--- config.mk ---
export PLATFORM = sky130hd
export DESIGN_NAME = msp_width_calc
export DESIGN_NICKNAME = d
export VERILOG_FILES = /design/src/rtl/msp_pkg.sv /design/src/rtl/msp_width_calc.sv
export SDC_FILE = /design/constraint.sdc
export NUM_CORES = 1
export LEC_CHECK = 0
export BUFFER_PORTS_ARGS = -buffer_cell sky130_fd_sc_hd__buf_2
export CORE_MARGIN = 4
export CORE_UTILIZATION = 60
export DETAILED_ROUTE_END_ITERATION = 10
export GPL_TIMING_DRIVEN = 0
export PLACE_DENSITY = 0.82
export SLEW_MARGIN = 20
export SYNTH_ARGS = -nofsm -noshare
export SYNTH_HDL_FRONTEND = slang
export SYNTH_SLANG_ARGS = --single-unit
--- constraint.sdc ---
create_clock -name clk -period 10.2 [get_ports clk]
set_input_delay 3.06 -clock clk [delete_from_list [all_inputs] [get_ports clk]]
set_output_delay 3.06 -clock clk [all_outputs]
set_load 0.005 [all_outputs]
--- src/rtl/msp_pkg.sv ---
`timescale 1ns / 1ps

package msp_pkg;

    localparam int NUM_CH    = 4;
    localparam int COUNT_W   = 16;
    localparam int PCT_W     = 7;
    localparam int DUTY_W    = 8;
    localparam int CH_W      = 2;
    localparam int CMD_W     = 2;
    localparam int CFG_IDX_W = 2;
    localparam int PCT_FULL  = 100;

    // The scaled width is (percent * |span|) / 100. The quotient is taken as a
    // multiplication by ceil(2^30 / 100) and a shift by 30, which is exact for
    // every product below 2^23.
    localparam int MAG_W       = PCT_W + COUNT_W;
    localparam int RECIP_W     = 24;
    localparam int PROD_W      = MAG_W + RECIP_W;
    localparam int RECIP_SHIFT = 30;
    localparam logic [RECIP_W-1:0] PCT_RECIP = 24'd10737419;

    localparam logic [COUNT_W-1:0] MIN_WIDTH_RESET = 16'd100;
    localparam logic [COUNT_W-1:0] MAX_WIDTH_RESET = 16'd200;
    localparam logic [COUNT_W-1:0] PERIOD_RESET    = 16'd2000;

    localparam int HOLD_W = 2;
    localparam logic [HOLD_W-1:0] REFRESH_CYCLES = 2'd2;

    typedef enum logic [CMD_W-1:0] {
        CMD_TICK = 2'd0,
        CMD_SET  = 2'd1,
        CMD_READ = 2'd2
    } cmd_t;

    typedef enum logic [CFG_IDX_W-1:0] {
        REG_MIN_WIDTH = 2'd0,
        REG_MAX_WIDTH = 2'd1,
        REG_PERIOD    = 2'd2
    } cfg_reg_t;

    typedef struct packed {
        logic [CMD_W-1:0]  command;
        logic [CH_W-1:0]   channel_index;
        logic [DUTY_W-1:0] duty_percent;
    } item_t;

    typedef struct packed {
        logic [NUM_CH-1:0] pin_levels;
        logic              period_start;
        logic [PCT_W-1:0]  read_percent;
    } result_t;

endpackage

--- src/rtl/msp_width_calc.sv ---
`timescale 1ns / 1ps

module msp_width_calc (
    input  logic                          clk,
    input  logic [msp_pkg::PCT_W-1:0]     percent,
    input  logic [msp_pkg::COUNT_W-1:0]   min_width,
    input  logic [msp_pkg::COUNT_W-1:0]   max_width,
    output logic [msp_pkg::COUNT_W-1:0]   width
);

    logic signed [msp_pkg::COUNT_W:0]   span;
    logic [msp_pkg::COUNT_W-1:0]        span_mag;
    logic [msp_pkg::MAG_W-1:0]          mag_next;
    logic [msp_pkg::MAG_W-1:0]          mag_reg;
    logic                               neg_reg;
    logic [msp_pkg::PROD_W-1:0]         prod;
    logic [msp_pkg::COUNT_W-1:0]        quot;
    logic [msp_pkg::COUNT_W-1:0]        width_next;
    logic [msp_pkg::COUNT_W-1:0]        width_reg;

    always_comb
    begin
        span     = $signed({1'b0, max_width}) - $signed({1'b0, min_width});
        span_mag = span[msp_pkg::COUNT_W] ? msp_pkg::COUNT_W'(-span)
                                          : span[msp_pkg::COUNT_W-1:0];
        mag_next = {{(msp_pkg::MAG_W - msp_pkg::PCT_W){1'b0}}, percent}
                 * {{(msp_pkg::MAG_W - msp_pkg::COUNT_W){1'b0}}, span_mag};
    end

    always_ff @(posedge clk)
    begin
        mag_reg <= mag_next;
        neg_reg <= span[msp_pkg::COUNT_W];
    end

    // The quotient truncates toward zero, so the sign is applied after dividing.
    always_comb
    begin
        prod = {{(msp_pkg::PROD_W - msp_pkg::MAG_W){1'b0}}, mag_reg}
             * {{(msp_pkg::PROD_W - msp_pkg::RECIP_W){1'b0}}, msp_pkg::PCT_RECIP};
        quot = prod[msp_pkg::RECIP_SHIFT +: msp_pkg::COUNT_W];
        width_next = neg_reg ? (min_width - quot) : (min_width + quot);
    end

    always_ff @(posedge clk)
    begin
        width_reg <= width_next;
    end

    assign width = width_reg;

endmodule

==> results.py, run 1 <==
metrics = {
    "detailed_routing": {
        "ant_nets": 0,
        "drc": 0,
        "dr.first_iter.drc_count": 618,
        "routed_wirelength_um": 35700,
        "wl_per_cell_um": 17.5,
        "drt_first_pass_iters": 5,
        "via_count": 11400,
        "vias_per_cell": 5.59,
    },
    "layout": {
        "area_growth_pct": 8.26,
        "drive_above_1_share": 0.0876,
        "largest_reg_flops": 23,
        "final.fill_count": 2018,
        "final_cells": 2043,
        "fin_nets": 2329,
        "diodes": 0,
    },
    "clock_network": {
        "htreeDepth": 2,
        "path_clk_slew_ps": 60,
        "cts_tree": "done",
        "cts-buffers-inserted": 5,
        "cts.sinks": 40,
        "cts-root-buf": "clkbuf_16",
        "cts_buffer_depth": 2,
        "clk_latency_ps": 300,
    },
    "die": {
        "die_y_um": 167,
        "die_area_um2": 28000,
        "die_x_um": 167,
        "io_pins": 56,
        "initial_core_util": 0.608,
        "num_rows": 58,
        "core_area_um2": 25100,
    },
    "timing": {
        "worst_slack_ps": 166,
        "fin_crit_sh": 0.984,
        "fmaxAchievable_mhz": 99.7,
        "hold_viol": 0,
        "worstMarginPinSlew_ps": 805,
        "period_minus_slack_ps": 10030,
        "maxSlewViolCount": 0,
        "slew_headroom": 0.462,
        "finalClockSkew_ps": 3.27,
        "setup_violations": 0,
    },
    "critical_path": {
        "critPathSlowestCell": "or4_4",
        "crit_type": "in -> reg",
        "end_kind": "register",
        "cpPeakStageDelay_ps": 540,
        "crit_required_ps": 10390,
        "path_common_cell": "fa_1",
        "startpoint_type": "input port",
        "critical_path_arrival_ps": 10220,
        "crit_path_max_fanout": 6,
    },
    "place": {
        "dpl.hpwl_um": 30800,
        "dp.cells": 2025,
        "gp_congestion": 0.995,
        "pre_cts_ws_ps": -1020,
        "port_buffers": 55,
    },
    "min_path": {
        "worstHoldPathType": "reg -> reg",
    },
    "grt": {
        "grt_overflow": 0,
        "grt_max_degree": 15,
        "grt_pass1_wl_um": 58300,
        "grt_usage": 0.258,
        "grt_antenna_before_repair": 0,
        "first_global_vias": 12200,
    },
    "flow_run": {
        "cap_violations": 0,
    },
    "synthesis": {
        "synth_seq_cells": 40,
        "synthTopCellsByCount": "inv_1, ha_1, fa_1, nand2_1, xnor2_1",
        "yosys-top-cells-area": "fa_1, ha_1, inv_1, dfxtp_1, xnor2_1",
        "synth_top_area_cell": "fa_1",
        "async_reset_ff_frac": 0,
        "synth-edff-count": 0,
        "synth_top_cell_area_share": 0.346,
        "synth_area_per_cell_um2": 9.30,
        "synth_nets": 2257,
        "synth_most_common_cell": "inv_1",
        "syn_inst": 1640,
        "syn_area_um2": 15300,
        "synthFlopType": "dfxtp_1",
        "synth_cell_types": 65,
        "ys_warn_count": 0,
        "seq_area_frac_synth": 0.0525,
    },
    "status": {
        "status": "complete, no violations",
    },
}
==> routing by layer <==
metal	track usage	vias up	routed length [um]
li1	-	5324	-
met1	0.320	5634	14000
met4	0.0977	0	1490
met5	0	-	0
met3	0.0425	88	2230
met2	0.452	369	18000
==> area by class of cell <==
| class | count | area (um2) | area share |
|---|---|---|---|
| buffer | 14 | 60.1 | 0.00364 |
| clock buffer | 5 | 125 | 0.00758 |
| clock inverter | 3 | 46.3 | 0.00280 |
| inverter | 422 | 1580 | 0.0959 |
| multi-input combinational | 1164 | 13100 | 0.795 |
| sequential | 40 | 813 | 0.0492 |
| tap | 330 | 413 | 0.0250 |
| timing repair buffer | 65 | 350 | 0.0212 |
==> stage by stage <==
stage | area [um2] | util | setup TNS (ps) | hold WS, ps
2_1_floorplan | 15300 | - | 0 | 892
3_3_place_gp | 15900 | 0.635 | -3420 | 1090
3_5_place_dp | 15900 | 0.635 | -3730 | 1120
4_1_cts | 16200 | 0.646 | 0 | 1140
5_1_grt | 16500 | 0.658 | -306 | 1220
6_report | 16500 | 0.658 | 0 | 1140
==> layout by cell type, fill, tap and decap left out, types with 5 or more instances in the layout <==
master,n
a211oi_1,6
a21o_1,23
a21oi_1,54
a21oi_2,5
a31oi_1,11
and2_1,21
buf_2,55
buf_4,10
clkbuf_1,13
clkbuf_16,5
dfxtp_1,30
dfxtp_2,10
fa_1,264
ha_1,313
inv_1,420
nand2_1,109
nand2b_1,13
nand3_1,13
nand4_1,7
nor2_1,56
nor2b_1,19
nor3_1,14
o211ai_1,6
o21a_1,5
o21ai_0,26
o21ai_1,7
o21bai_1,10
or3_1,5
xnor2_1,52
xnor2_2,9
xor2_1,24
xor2_2,6
==> critical path, delay by kind of cell <==
kind / cells / cell delay [ps]
buf+inv: 4 / 470
compound gates: 8 / 1770
simple gates: 6 / 1730
xor+xnor: 3 / 660
fa+ha+maj: 6 / 2530
==> cells by family after synthesis <==
group	Yosys count	share of synthesized area
adder cells (fa/ha/maj)	577	0.603
buffers and inverters	436	0.107
AND/OR/NAND/NOR	289	0.0917
AO/OA/AOI/OAI	196	0.0852
XOR/XNOR	96	0.0560
flip-flops	40	0.0525
multiplexers	6	0.00410
==> timing repair <==
| action | 4_1_cts | 5_1_grt |
|---|---|---|
| pin swaps | 2 | 6 |
| hold buffers | 0 | 0 |
| setup endpoints to repair | 6 | 11 |
| buffers inserted | 3 | 7 |
| resized for setup | 13 | 58 |
| cloned | 0 | 0 |
==> worst paths after layout <==
kind | slack [ps] | endpoint | cells past startpoint | start
worst max-delay path | 170 | mag_reg[21] | 27 | min_width[1]
worst min-delay path | 1140 | width[15] | 4 | neg_reg
worst min register to register | 1140 | width[15] | 4 | neg_reg
worst max register to register | 480 | width[15] | 32 | mag_reg[5]
Power of run 1 is left out: the tool's default activity adds up to more than one toggle a clock period on the data nets, which glitch-free logic cannot reach.
==> run 2: changes to the inputs <==
Settings changed: CORE_UTILIZATION 60 to 65, PLACE_DENSITY 0.82 to 0.84.
Clock period 10.2 ns to 13 ns, I/O delays scaled along.
==> results.py, run 2 (same netlist as run 1, synthesis figures left out) <==
metrics = {
    "timing": {
        "fmaxAchievable_mhz": 82.6,
        "fin_crit_sh": 0.932,
        "rsz0062_at_grt": "no",
        "period_minus_slack_ps": 12110,
        "hold_viol": 0,
        "setup_violations": 0,
        "finalClockSkew_ps": 12.1,
        "worstMarginPinSlew_ps": 898,
        "maxSlewViolCount": 0,
        "setup_tns_ps": 0,
        "slew_headroom": 0.395,
    },
    "die": {
        "num_rows": 55,
        "io_pins": 56,
        "die_x_um": 161,
        "die_y_um": 161,
        "initial_core_util": 0.668,
        "die_area_um2": 26000,
        "core_area_um2": 22800,
    },
    "clock_network": {
        "cts_tree": "done",
        "htreeDepth": 2,
        "cts.sinks": 40,
        "path_clk_slew_ps": 70,
        "cts_resized": 0,
        "cts_buffer_depth": 2,
        "hold_buffers": 0,
        "clk_latency_ps": 290,
        "cts-buffers-inserted": 5,
        "cts_setup_buffers": 0,
        "cts-root-buf": "clkbuf_16",
    },
    "grt": {
        "grt_antenna_before_repair": 0,
        "grt_usage": 0.276,
        "grt_pass1_wl_um": 57900,
        "first_global_vias": 12100,
        "grt_max_degree": 14,
        "grt_overflow": 0,
    },
    "critical_path": {
        "crit_path_max_fanout": 10,
        "reg2reg_to": "width[15]",
        "critPathSlowestCell": "xnor2_1",
        "cpPeakStageDelay_ps": 690,
        "critPathTopFamily": "compound AO/OA/AOI/OAI gates",
        "crit_required_ps": 13190,
        "path_common_cell": "inv_1",
        "r2r_setup_slack_ps": 2860,
        "startpoint_type": "input port",
        "crit_type": "in -> reg",
        "rr_worst_depth": 32,
        "end_kind": "register",
        "crit_buf_inv": 8,
        "critical_path_arrival_ps": 12300,
        "worstReg2RegStart": "mag_reg[14]",
    },
    "place": {
        "dpl.hpwl_um": 30800,
        "gp_congestion": 1.00,
        "port_buffers": 55,
        "postPlaceCellArea_um2": 15900,
    },
    "layout": {
        "fin_nets": 2319,
        "final.fill_count": 1758,
        "drive_above_1_share": 0.0499,
        "seq_area_um2": 801,
        "stdcell_area_um2": 16100,
        "area_growth_pct": 5.54,
        "mostFrequentLayoutCells": "inv_1, ha_1, fa_1",
        "layout_commonest_cell": "inv_1",
        "diodes": 0,
        "multi_input_area_um2": 12800,
        "largest_reg_flops": 23,
    },
    "detailed_routing": {
        "drt_first_pass_iters": 5,
        "via_count": 11400,
        "wl_per_cell_um": 17.2,
        "dr.first_iter.drc_count": 601,
        "routed_wirelength_um": 34700,
        "ant_nets": 0,
        "drc": 0,
        "vias_per_cell": 5.68,
    },
    "min_path": {
        "hold_end": "width[15]",
        "worstHoldStart": "neg_reg",
        "worstHoldPathType": "reg -> reg",
        "hold_depth": 4,
    },
    "status": {
        "status": "complete, no violations",
    },
    "flow_run": {
        "cap_violations": 0,
    },
}
==> run 2: cell type report <==
cell class | instances | area share
well taps | 313 | 0.0243
clock inverters | 2 | 0.00241
inverters | 422 | 0.0984
plain buffers | 14 | 0.00326
flip-flops and latches | 40 | 0.0497
multi-input cells | 1164 | 0.796
clock buffers | 6 | 0.00863
repair buffers | 55 | 0.0171
==> run 2: metal layers <==
layer / share of wire / GRT usage
met3: 0.050 / 0.0311
met5: 0 / 0
met1: 0.41 / 0.348
met2: 0.50 / 0.487
met4: 0.045 / 0.109
==> run 2: how the worst max path moves through the flow <==
stage                            start          end  slack, ps  cells after the start
after floorplan           max_width[0]  mag_reg[22]       2390                     36
after global routing      max_width[0]  mag_reg[22]        300                     37
after global placement    max_width[0]  mag_reg[22]       1050                     37
after CTS                 max_width[0]  mag_reg[22]       1050                     37
after detailed placement  max_width[0]  mag_reg[22]        790                     37
final                     max_width[0]  mag_reg[22]        890                     37
==> run 2: worst register-to-register path, delay by kind of cell, from the launching register on <==
| kind | cells | cell delay [ps] |
|---|---|---|
| flops | 1 | 610 |
| fa+ha+maj | 9 | 4190 |
| simple gates | 5 | 1290 |
| buf+inv | 6 | 520 |
| mux | 1 | 360 |
| compound gates | 8 | 2390 |
| xor+xnor | 3 | 700 |
==> run 2: per-stage QoR <==
stage | utilization | hold slack [ps] | instances | setup slack [ps]
global placement | 0.697 | 1130 | 2008 | 1050
CTS | 0.705 | 1140 | 2016 | 1050
global route | 0.705 | 1220 | 2016 | 298
finish | 0.705 | 1160 | 2016 | 890
floorplan | - | 892 | 1640 | 2390
detailed placement | 0.697 | 1130 | 2008 | 790
Power of run 2 is left out for the same reason.
==> run 3: changes to the inputs <==
Settings changed: CORE_UTILIZATION 65 to 50, PLACE_DENSITY 0.84 to 0.68.
==> results.py, run 3 (same netlist as run 1, synthesis figures left out) <==
metrics = {
    "die": {
        "io_pins": 56,
        "die_x_um": 183,
        "num_rows": 63,
        "die_area_um2": 33400,
        "initial_core_util": 0.511,
        "core_area_um2": 29900,
        "die_y_um": 183,
    },
    "clock_network": {
        "cts-root-buf": "clkbuf_16",
        "hold_buffers": 0,
        "cts_tree": "done",
        "cts-buffers-inserted": 5,
        "cts.sinks": 40,
        "clk_latency_ps": 290,
        "cts_buffer_depth": 2,
        "htreeDepth": 2,
        "cts_setup_buffers": 0,
        "path_clk_slew_ps": 60,
        "cts_resized": 0,
    },
    "critical_path": {
        "startpoint_type": "input port",
        "path_common_cell": "inv_1",
        "crit_type": "in -> reg",
        "crit_required_ps": 13190,
        "reg2reg_to": "width[15]",
        "r2r_setup_slack_ps": 2820,
        "critical_path_arrival_ps": 12240,
        "crit_path_max_fanout": 10,
        "rr_worst_depth": 32,
        "end_kind": "register",
        "critPathSlowestCell": "xnor2_1",
        "worstReg2RegStart": "mag_reg[14]",
        "cpPeakStageDelay_ps": 750,
    },
    "layout": {
        "fin_util": 0.542,
        "final.fill_count": 2733,
        "area_growth_pct": 6.17,
        "layout_commonest_cell": "inv_1",
        "multi_input_area_um2": 12800,
        "drive_above_1_share": 0.0499,
        "seq_area_um2": 801,
        "diodes": 0,
        "fin_nets": 2319,
        "largest_reg_flops": 23,
        "mostFrequentLayoutCells": "inv_1, ha_1, fa_1",
    },
    "min_path": {
        "hold_depth": 5,
        "hold_end": "width[9]",
        "worstHoldStart": "neg_reg",
        "worstHoldPathType": "reg -> reg",
    },
    "grt": {
        "grt_usage": 0.215,
        "grt_overflow": 0,
        "first_global_vias": 11600,
        "grt_pass1_wl_um": 57300,
        "grt_max_degree": 14,
        "grt_antenna_before_repair": 0,
    },
    "timing": {
        "period_minus_slack_ps": 12060,
        "fmaxAchievable_mhz": 82.9,
        "worstMarginPinSlew_ps": 951,
        "setup_tns_ps": 0,
        "maxSlewViolCount": 0,
        "slew_headroom": 0.361,
        "hold_viol": 0,
        "fin_crit_sh": 0.927,
        "setup_violations": 0,
        "finalClockSkew_ps": 6.75,
        "rsz0062_at_grt": "no",
    },
    "detailed_routing": {
        "via_count": 11100,
        "routed_wirelength_um": 34800,
        "drt_first_pass_iters": 5,
        "drc": 0,
        "ant_nets": 0,
        "vias_per_cell": 5.28,
        "wl_per_cell_um": 16.6,
        "dr.first_iter.drc_count": 468,
    },
    "place": {
        "dpl.hpwl_um": 31200,
        "gp_congestion": 0.952,
        "port_buffers": 55,
    },
    "flow_run": {
        "cap_violations": 0,
    },
    "status": {
        "status": "complete, no violations",
    },
}
-- run 3: cell count changes in the layout (fill, tap and decap cells not counted) --
cell	change
o21ai_0	-1
o21ai_1	+1
-- run 3: per-stage QoR --
stage | hold slack, ps | instances | instance area (um2) | worst slack (ps)
final | 1150 | 2093 | 16200 | 943
after global routing | 1260 | 2093 | 16200 | 272
after CTS | 1170 | 2093 | 16200 | 1040
after detailed placement | 1150 | 2085 | 16000 | 785
after global placement | 1130 | 2085 | 16000 | 895
after floorplan | 892 | 1640 | 15300 | 2390
-- run 3: worst max-delay path: cells and delay by family --
| kind | cells | cell delay [ps] |
|---|---|---|
| AND/OR/NAND/NOR | 5 | 880 |
| AO/OA/AOI/OAI | 15 | 3250 |
| adder cells (fa/ha/maj) | 7 | 2460 |
| buffers and inverters | 8 | 820 |
| XOR/XNOR | 2 | 940 |
-- run 3: layout make-up --
cell class | instances | area share
Buffer | 14 | 0.00324
Clock buffer | 6 | 0.00858
Clock inverter | 2 | 0.00239
Inverter | 422 | 0.0978
Multi-Input combinational cell | 1164 | 0.791
Sequential cell | 40 | 0.0494
Tap cell | 390 | 0.0301
Timing Repair Buffer | 55 | 0.0170
-- run 3: metal layers --
| layer | part of all wire | vias to the layer above | GRT usage |
|---|---|---|---|
| met5 | 0 | - | 0 |
| met4 | 0.030 | 0 | 0.0651 |
| met2 | 0.49 | 243 | 0.369 |
| li1 | - | 5311 | - |
| met3 | 0.048 | 57 | 0.0271 |
| met1 | 0.43 | 5440 | 0.284 |
-- run 3: how the worst max path moves through the flow --
stage | startpoint | to | slack [ps] | cells after the start
floorplan | max_width[0] | mag_reg[22] | 2390 | 36
global placement | max_width[0] | mag_reg[22] | 890 | 37
detailed placement | max_width[0] | mag_reg[22] | 780 | 37
CTS | max_width[0] | mag_reg[22] | 1040 | 37
global route | max_width[0] | mag_reg[22] | 270 | 37
finish | max_width[0] | mag_reg[22] | 940 | 37
Power of run 3 is left out for the same reason.
